===== src/sv/rctm_pkg.sv =====
// Shared types and constants for the tank mixer with arming.
package rctm_pkg;

	localparam int unsigned CFG_INDEX_W = 4;
	localparam int unsigned CFG_DATA_W  = 12;
	localparam int unsigned WIDTH_W     = 12;
	localparam int unsigned PULSE_W     = 11;
	localparam int unsigned LANES       = 2;

	localparam int unsigned LANE_THR = 0;
	localparam int unsigned LANE_YAW = 1;

	localparam logic [10:0] MID_US     = 11'd1500;
	localparam logic [10:0] OUT_MIN_US = 11'd1000;
	localparam logic [10:0] OUT_MAX_US = 11'd2000;

	// Expo: q = floor((a*a + 250) / 500) = floor(((a*a + 250) >> 2) / 125)
	localparam logic [23:0] EXPO_BIAS   = 24'd250;
	localparam logic [21:0] RECIP_125   = 22'd2147483;
	localparam int unsigned RECIP_SHIFT = 28;
	localparam logic [20:0] DIV_125     = 21'd125;

	typedef enum logic [CFG_INDEX_W-1:0] {
		REG_DEADBAND          = 4'd0,
		REG_ARM_THRESHOLD     = 4'd1,
		REG_ARM_POLARITY      = 4'd2,
		REG_NEUTRAL_TOLERANCE = 4'd3,
		REG_LEFT_TRIM         = 4'd4,
		REG_RIGHT_TRIM        = 4'd5,
		REG_INVERT_MASK       = 4'd6,
		REG_EXPO_ENABLE       = 4'd7
	} cfg_reg_t;

	typedef logic signed [12:0] offset_t;
	typedef logic signed [14:0] shaped_t;

endpackage


===== src/sv/rc_tank_mixer_with_arming_top.sv =====
// Tank mixer top level: input register, arming update, expo divide, mix and clamp.
// An accepted input transaction moves through stages 1 to 4 and then the result register.
// Throughput: one transaction per cycle; the five register stages advance together
// unless the result register is stalled, and empty stages fill behind a stall.
// The expo divide by 500 is a reciprocal multiply plus a one-step correction.
// Reset (arst_n low): disarmed, lockout clear, pipeline empty, registers at defaults.
module rc_tank_mixer_with_arming_top (
	input  logic                           clk,
	input  logic                           arst_n,
	input  logic                           cfg_valid,
	output logic                           cfg_ready,
	input  logic [rctm_pkg::CFG_INDEX_W-1:0] cfg_index,
	input  logic [rctm_pkg::CFG_DATA_W-1:0]  cfg_data,
	input  logic                           in_valid,
	output logic                           in_ready,
	input  logic [rctm_pkg::WIDTH_W-1:0]   throttle_width,
	input  logic [rctm_pkg::WIDTH_W-1:0]   yaw_width,
	input  logic [rctm_pkg::WIDTH_W-1:0]   switch_width,
	input  logic                           throttle_fresh,
	input  logic                           yaw_fresh,
	input  logic                           switch_fresh,
	output logic                           out_valid,
	input  logic                           out_ready,
	output logic [rctm_pkg::PULSE_W-1:0]   left_pulse,
	output logic [rctm_pkg::PULSE_W-1:0]   right_pulse,
	output logic                           is_armed,
	output logic                           signal_ok
);
	import rctm_pkg::*;

	// configuration
	logic [7:0]        deadband_q;
	logic [11:0]       arm_threshold_q;
	logic              arm_polarity_q;
	logic [7:0]        neutral_tol_q;
	logic signed [7:0] left_trim_q;
	logic signed [7:0] right_trim_q;
	logic [1:0]        invert_mask_q;
	logic              expo_enable_q;

	// arming state
	logic armed_q;
	logic lockout_q;

	// stage valids and enables
	logic v1_s1, v2_s2, v3_s3, v4_s4, out_v_q;
	logic en1, en2, en3, en4, en_out;

	// stage 1: captured input
	logic [WIDTH_W-1:0] width_s1 [LANES];
	logic [WIDTH_W-1:0] switch_s1;
	logic               ok_s1;

	// stage 2
	offset_t     off_s2  [LANES];
	logic        zero_s2 [LANES];
	logic [20:0] m_s2    [LANES];
	logic        armed_s2, ok_s2;

	// stage 3
	offset_t     off_s3  [LANES];
	logic        zero_s3 [LANES];
	logic [20:0] m_s3    [LANES];
	logic [13:0] q0_s3   [LANES];
	logic        armed_s3, ok_s3;

	// stage 4
	shaped_t shaped_s4 [LANES];
	logic    armed_s4, ok_s4;

	// result register
	logic [PULSE_W-1:0] left_q, right_q;
	logic               armed_out_q, ok_out_q;

	// combinational
	offset_t     off_c  [LANES];
	logic [11:0] mag_c  [LANES];
	logic        zero_c [LANES];
	logic [20:0] m_c    [LANES];
	logic        engaged_c, neutral_c, armed_next, lockout_next;
	logic [13:0] q0_c   [LANES];
	logic [20:0] q0x125_c [LANES];
	logic [20:0] rem_c  [LANES];
	logic [13:0] q_c    [LANES];
	shaped_t     shaped_c [LANES];
	logic signed [15:0] left_mix_c, right_mix_c;
	logic signed [16:0] left_sum_c, right_sum_c;
	logic [PULSE_W-1:0] left_c, right_c;

	assign cfg_ready = 1'b1;

	always_ff @(posedge clk or negedge arst_n) begin
		if (!arst_n) begin
			deadband_q      <= 8'd25;
			arm_threshold_q <= 12'd1500;
			arm_polarity_q  <= 1'b0;
			neutral_tol_q   <= 8'd60;
			left_trim_q     <= 8'sd0;
			right_trim_q    <= 8'sd0;
			invert_mask_q   <= 2'd0;
			expo_enable_q   <= 1'b0;
		end else if (cfg_valid && cfg_ready) begin
			unique case (cfg_index)
				REG_DEADBAND:          deadband_q      <= cfg_data[7:0];
				REG_ARM_THRESHOLD:     arm_threshold_q <= cfg_data[11:0];
				REG_ARM_POLARITY:      arm_polarity_q  <= cfg_data[0];
				REG_NEUTRAL_TOLERANCE: neutral_tol_q   <= cfg_data[7:0];
				REG_LEFT_TRIM:         left_trim_q     <= $signed(cfg_data[7:0]);
				REG_RIGHT_TRIM:        right_trim_q    <= $signed(cfg_data[7:0]);
				REG_INVERT_MASK:       invert_mask_q   <= cfg_data[1:0];
				REG_EXPO_ENABLE:       expo_enable_q   <= cfg_data[0];
				default: ;
			endcase
		end
	end

	// advance a stage when the one after it is empty or advancing
	assign en_out   = !out_v_q || out_ready;
	assign en4      = !v4_s4 || en_out;
	assign en3      = !v3_s3 || en4;
	assign en2      = !v2_s2 || en3;
	assign en1      = !v1_s1 || en2;
	assign in_ready = en1;

	always_ff @(posedge clk or negedge arst_n) begin
		if (!arst_n) begin
			v1_s1   <= 1'b0;
			v2_s2   <= 1'b0;
			v3_s3   <= 1'b0;
			v4_s4   <= 1'b0;
			out_v_q <= 1'b0;
		end else begin
			if (en1)    v1_s1   <= in_valid;
			if (en2)    v2_s2   <= v1_s1;
			if (en3)    v3_s3   <= v2_s2;
			if (en4)    v4_s4   <= v3_s3;
			if (en_out) out_v_q <= v4_s4;
		end
	end

	always_ff @(posedge clk) begin
		if (en1 && in_valid) begin
			width_s1[LANE_THR] <= throttle_width;
			width_s1[LANE_YAW] <= yaw_width;
			switch_s1          <= switch_width;
			ok_s1              <= throttle_fresh && yaw_fresh && switch_fresh;
		end
	end

	// stage 1 -> 2: offsets, deadband, squares, arming update
	always_comb begin
		for (int i = 0; i < LANES; i++) begin
			off_c[i]  = $signed({1'b0, width_s1[i]}) - $signed({2'b00, MID_US});
			mag_c[i]  = off_c[i][12] ? 12'(-off_c[i]) : 12'(off_c[i]);
			zero_c[i] = mag_c[i] < 12'(deadband_q);
			m_c[i]    = 21'((24'(mag_c[i]) * 24'(mag_c[i]) + EXPO_BIAS) >> 2);
		end
		engaged_c = arm_polarity_q ? (switch_s1 > arm_threshold_q)
		                           : (switch_s1 < arm_threshold_q);
		neutral_c = (mag_c[LANE_THR] < 12'(neutral_tol_q))
		         && (mag_c[LANE_YAW] < 12'(neutral_tol_q));
		armed_next   = armed_q;
		lockout_next = lockout_q;
		priority if (!ok_s1 || !engaged_c) begin
			armed_next   = 1'b0;
			lockout_next = 1'b0;
		end else if (!armed_q && !lockout_q) begin
			armed_next   = neutral_c;
			lockout_next = !neutral_c;
		end else begin
			// hold while armed or locked out
			armed_next   = armed_q;
			lockout_next = lockout_q;
		end
	end

	always_ff @(posedge clk or negedge arst_n) begin
		if (!arst_n) begin
			armed_q   <= 1'b0;
			lockout_q <= 1'b0;
		end else if (en2 && v1_s1) begin
			armed_q   <= armed_next;
			lockout_q <= lockout_next;
		end
	end

	always_ff @(posedge clk) begin
		if (en2 && v1_s1) begin
			off_s2   <= off_c;
			zero_s2  <= zero_c;
			m_s2     <= m_c;
			armed_s2 <= armed_next;
			ok_s2    <= ok_s1;
		end
	end

	// stage 2 -> 3: reciprocal multiply, estimate is exact or one low
	always_comb begin
		for (int i = 0; i < LANES; i++) begin
			q0_c[i] = 14'((43'(m_s2[i]) * 43'(RECIP_125)) >> RECIP_SHIFT);
		end
	end

	always_ff @(posedge clk) begin
		if (en3 && v2_s2) begin
			off_s3   <= off_s2;
			zero_s3  <= zero_s2;
			m_s3     <= m_s2;
			q0_s3    <= q0_c;
			armed_s3 <= armed_s2;
			ok_s3    <= ok_s2;
		end
	end

	// stage 3 -> 4: correct quotient, restore sign, pick curve
	always_comb begin
		for (int i = 0; i < LANES; i++) begin
			q0x125_c[i] = (21'(q0_s3[i]) << 7) - (21'(q0_s3[i]) << 2) + 21'(q0_s3[i]);
			rem_c[i]    = m_s3[i] - q0x125_c[i];
			q_c[i]      = q0_s3[i] + 14'(rem_c[i] >= DIV_125);
			priority if (zero_s3[i])
				shaped_c[i] = '0;
			else if (expo_enable_q)
				shaped_c[i] = off_s3[i][12] ? -shaped_t'({1'b0, q_c[i]})
				                            : shaped_t'({1'b0, q_c[i]});
			else
				shaped_c[i] = 15'(off_s3[i]);
		end
	end

	always_ff @(posedge clk) begin
		if (en4 && v3_s3) begin
			shaped_s4 <= shaped_c;
			armed_s4  <= armed_s3;
			ok_s4     <= ok_s3;
		end
	end

	// stage 4 -> result: mix, invert, trim, clamp; neutral pulses when disarmed
	always_comb begin
		left_mix_c  = 16'(shaped_s4[LANE_THR]) + 16'(shaped_s4[LANE_YAW]);
		right_mix_c = 16'(shaped_s4[LANE_THR]) - 16'(shaped_s4[LANE_YAW]);
		if (invert_mask_q[0]) left_mix_c  = -left_mix_c;
		if (invert_mask_q[1]) right_mix_c = -right_mix_c;
		left_sum_c  = 17'(left_mix_c) + $signed({6'd0, MID_US}) + 17'(left_trim_q);
		right_sum_c = 17'(right_mix_c) + $signed({6'd0, MID_US}) + 17'(right_trim_q);
		priority if (!armed_s4)
			left_c = MID_US;
		else if (left_sum_c < $signed({6'd0, OUT_MIN_US}))
			left_c = OUT_MIN_US;
		else if (left_sum_c > $signed({6'd0, OUT_MAX_US}))
			left_c = OUT_MAX_US;
		else
			left_c = left_sum_c[PULSE_W-1:0];
		priority if (!armed_s4)
			right_c = MID_US;
		else if (right_sum_c < $signed({6'd0, OUT_MIN_US}))
			right_c = OUT_MIN_US;
		else if (right_sum_c > $signed({6'd0, OUT_MAX_US}))
			right_c = OUT_MAX_US;
		else
			right_c = right_sum_c[PULSE_W-1:0];
	end

	always_ff @(posedge clk) begin
		if (en_out && v4_s4) begin
			left_q      <= left_c;
			right_q     <= right_c;
			armed_out_q <= armed_s4;
			ok_out_q    <= ok_s4;
		end
	end

	assign out_valid   = out_v_q;
	assign left_pulse  = left_q;
	assign right_pulse = right_q;
	assign is_armed    = armed_out_q;
	assign signal_ok   = ok_out_q;

endmodule


===== config.mk =====
export PLATFORM = sky130hd
export DESIGN_NAME = rc_tank_mixer_with_arming_top
export DESIGN_NICKNAME = d
export VERILOG_FILES = /design/src/sv/rctm_pkg.sv /design/src/sv/rc_tank_mixer_with_arming_top.sv
export SDC_FILE = /design/constraint.sdc
export NUM_CORES = 2
export LEC_CHECK = 0
export ABC_AREA = 1
export BUFFER_PORTS_ARGS = -buffer_cell sky130_fd_sc_hd__buf_4
export CORE_MARGIN = 4
export CORE_UTILIZATION = 60
export CTS_CLUSTER_SIZE = 16
export DETAILED_ROUTE_END_ITERATION = 12
export PLACE_DENSITY_LB_ADDON = 0.2
export REMOVE_ABC_BUFFERS = 1
export SETUP_SLACK_MARGIN = 0.3
export SLEW_MARGIN = 40
export SYNTH_ARGS = -nofsm -noshare
export SYNTH_HDL_FRONTEND = slang
export SYNTH_SLANG_ARGS = --single-unit

===== constraint.sdc =====
create_clock -name clk -period 8.9 [get_ports clk]
set_input_delay 0.89 -clock clk [delete_from_list [all_inputs] [get_ports clk]]
set_output_delay 0.89 -clock clk [all_outputs]
set_load 0.02 [all_outputs]

==> out/results.tsv <==
metric	value	unit
status	finished, final reports clean	
period utilization	83.1	%
Antenna diodes	0	
Hold WC Path Type	in2async	
WL/cell	17.1	um
Die Wd	280	um
Clock transition at path regs	0.06	ns
total setup buffers inserted after CTS	0	
WP data required	9.22	ns
post-synthesis register bit count	320	
most used cell, CP	inv_1	
CTS Buffer Depth	3	
Slew Limit Fails	0	
YS warnings	0	
Core Region	73200	um^2
Critical Path Sink Type	register	
die area	78500	um^2
normalized max-slew margin	48.0	%
largest net degree at the start of global routing	67	
Root Driver	clkbuf_16	
CTS sink count	320	
all-layer global routing usage	28.3	%
final instance area	47500	um^2
via density per instance	5.38	
Syn Inst Count	5263	
Filler Cells Inserted	6241	
Die Y	280	um
max-cap violations	0	
# IOs	87	
first-pass GRT wire length	178000	um
ys async rst share	17.2	%
CP Max Fanout	8	
CTS buffer count	38	
total number of vias	34157	
Final ANT Viol Nets	0	
unrepaired setup endpoints after global routing	no	
Worst Path Arrival	7.72	ns
number of global-route vias before repair	34583	
Crit Path Category	reg2reg	
slowest stage cell, crit path	fa_1	
Port Buffers	85	
Pre-antenna DRT Iters	5	
row count	99	
final setup TNS	0	ns
DP Wirelength	92000	um
Mapped Area	44400	um^2
Hold Vio Cnt, Final	0	
fmax	0.135	GHz
H-tree depth	2	
Iter 0 DRT Violations	2313	
DRC violations left	0	
Layout area overhead	6.97	%
crit start category	register	
total gr overflow	0	
Tmin final	7.40	ns
Avg Inst Size Synth	8.44	um^2
CP peak stage delay	0.54	ns
worst-skew pair later-pin latency	0.58	ns
post-synthesis sequential area ratio	21.0	%
Slew @ Worst Pin	0.778	ns
WL final	108000	um
initial core utilization	60.7	%
Final setup viols	0	
count of flip-flops with a built-in enable after synthesis	265	
main flop type after synthesis	edfxtp_1	
synth unique cells	62	
Final nets	6597	
TritonCTS clock tree	done	
Layout Skew	0.0278	ns
post-cts gate resize count	0	
initial antenna violation count	0	
placed inst area	46200	um^2
layout cell share with drive strength beyond 1	5.31	%
hold buffer count at CTS	0	
GP Congestion	0.965	
logic make-up (layout without fill, tap and decap cells):
group | count (synthesis) | in the layout | synth area share (%)
buf+inv | 1365 | 1490 | 11.6
flops | 320 | 320 | 21.0
xor+xnor | 178 | 178 | 3.82
other cells | 1 | 1 | 0.00844
simple gates | 1650 | 1650 | 15.9
compound gates | 571 | 571 | 7.28
fa+ha+maj | 1178 | 1178 | 40.3
registers in the layout, summed over array words and instances, names as in the netlist, 2 cells and up:
signal,count
neutral_tol_q,8
invert_mask_q,2
right_pulse,11
width_s1,24
off_s3,26
deadband_q,8
m_s2,42
switch_s1,12
zero_s3,2
shaped_s4,30
q0_s3,28
left_trim_q,8
off_s2,26
right_trim_q,8
arm_threshold_q,12
zero_s2,2
left_pulse,11
m_s3,42
layout by cell type, fill, tap and decap left out, types with 14 or more instances in the layout:
master        n
o21bai_1     24
nand3b_1     21
edfxtp_1    265
a21oi_1     243
nor2_1      393
o21ai_0     180
xor2_1      121
dfrtp_1      41
fa_1        422
ha_1        756
nand3_1     214
nand4_1      66
dfstp_2      14
nand2_2      24
a31oi_1      20
nor3_1       44
xnor2_1      43
clkbuf_16    39
nand2_1     827
a21o_1       18
inv_1      1307
buf_4        89
inv_2        19
per-stage QoR:
stage	hold slack (ns)	cells	setup WS, ns	utilization, %
2_1_floorplan	0.400	5229	2.47	-
3_3_place_gp	0.402	6278	1.58	63.1
3_5_place_dp	0.405	6278	1.55	63.1
4_1_cts	0.360	6347	1.50	64.9
5_1_grt	0.394	6347	1.00	64.9
6_report	0.352	6347	1.50	64.9
per-layer routing:
metal  vias to the layer above  wire length [um]  track usage [%]
li1                      16855                 -                -
met1                     16276             46900             37.6
met2                       839             52400             48.8
met3                       187              4770             2.86
met4                         0              4230             9.97
met5                         -                 0                0
critical path, delay by kind of cell, from the launching register on:
| kind | cells | cell delay (ns) |
|---|---|---|
| buf+inv | 8 | 0.72 |
| fa+ha+maj | 7 | 3.26 |
| compound gates | 4 | 1.33 |
| simple gates | 13 | 1.34 |
| flops | 1 | 0.51 |
cells in the mapped netlist, types with 10 or more instances:
cell type	instances	share of area, %
inv_1	1308	11
nand2_1	827	7.0
ha_1	756	21
fa_1	422	19
nor2_1	396	3.3
edfxtp_1	265	18
a21oi_1	243	2.7
nand3_1	215	2.4
o21ai_0	180	2.0
xor2_1	121	2.4
nand4_1	66	0.93
nor3_1	44	0.50
xnor2_1	43	0.85
dfrtp_1	41	2.3
nand2_2	24	0.34
o21bai_1	24	0.41
clkbuf_1	22	0.19
nand3b_1	21	0.35
a31oi_1	20	0.28
inv_2	19	0.16
a21o_1	18	0.30
dfstp_2	14	0.83
o211ai_1	12	0.20
xor2_2	11	0.40
nor2_2	10	0.14
nor4_1	10	0.14
o21ai_1	10	0.11
final timing paths:
| kind | start | to | slack [ns] | depth (start not counted) |
|---|---|---|---|---|
| setup / recovery | width_s1[0][14] | m_s2[18] | 1.50 | 32 |
| hold / removal | arst_n | out_valid | 0.35 | 1 |
| setup reg to reg | width_s1[0][14] | m_s2[18] | 1.50 | 32 |
| hold reg to reg | off_s2[1] | off_s3[1] | 0.42 | 0 |
| max in group asynchronous | arst_n | armed_q | 8.05 | 1 |
| min in group clk | off_s2[1] | off_s3[1] | 0.42 | 0 |
final cells by class:
class	count	area [um^2]	share of cell area, %
multi-input cells	3578	29900	63.0
repair buffers	90	679	1.43
well taps	959	1200	2.52
flip-flops and latches	320	9350	19.7
clock buffers	44	1010	2.13
inverters	1331	5000	10.5
clock inverters	25	348	0.732
Power is not shown: default switching activity piles up to over one toggle a cycle in this logic, so the estimate is an artifact.
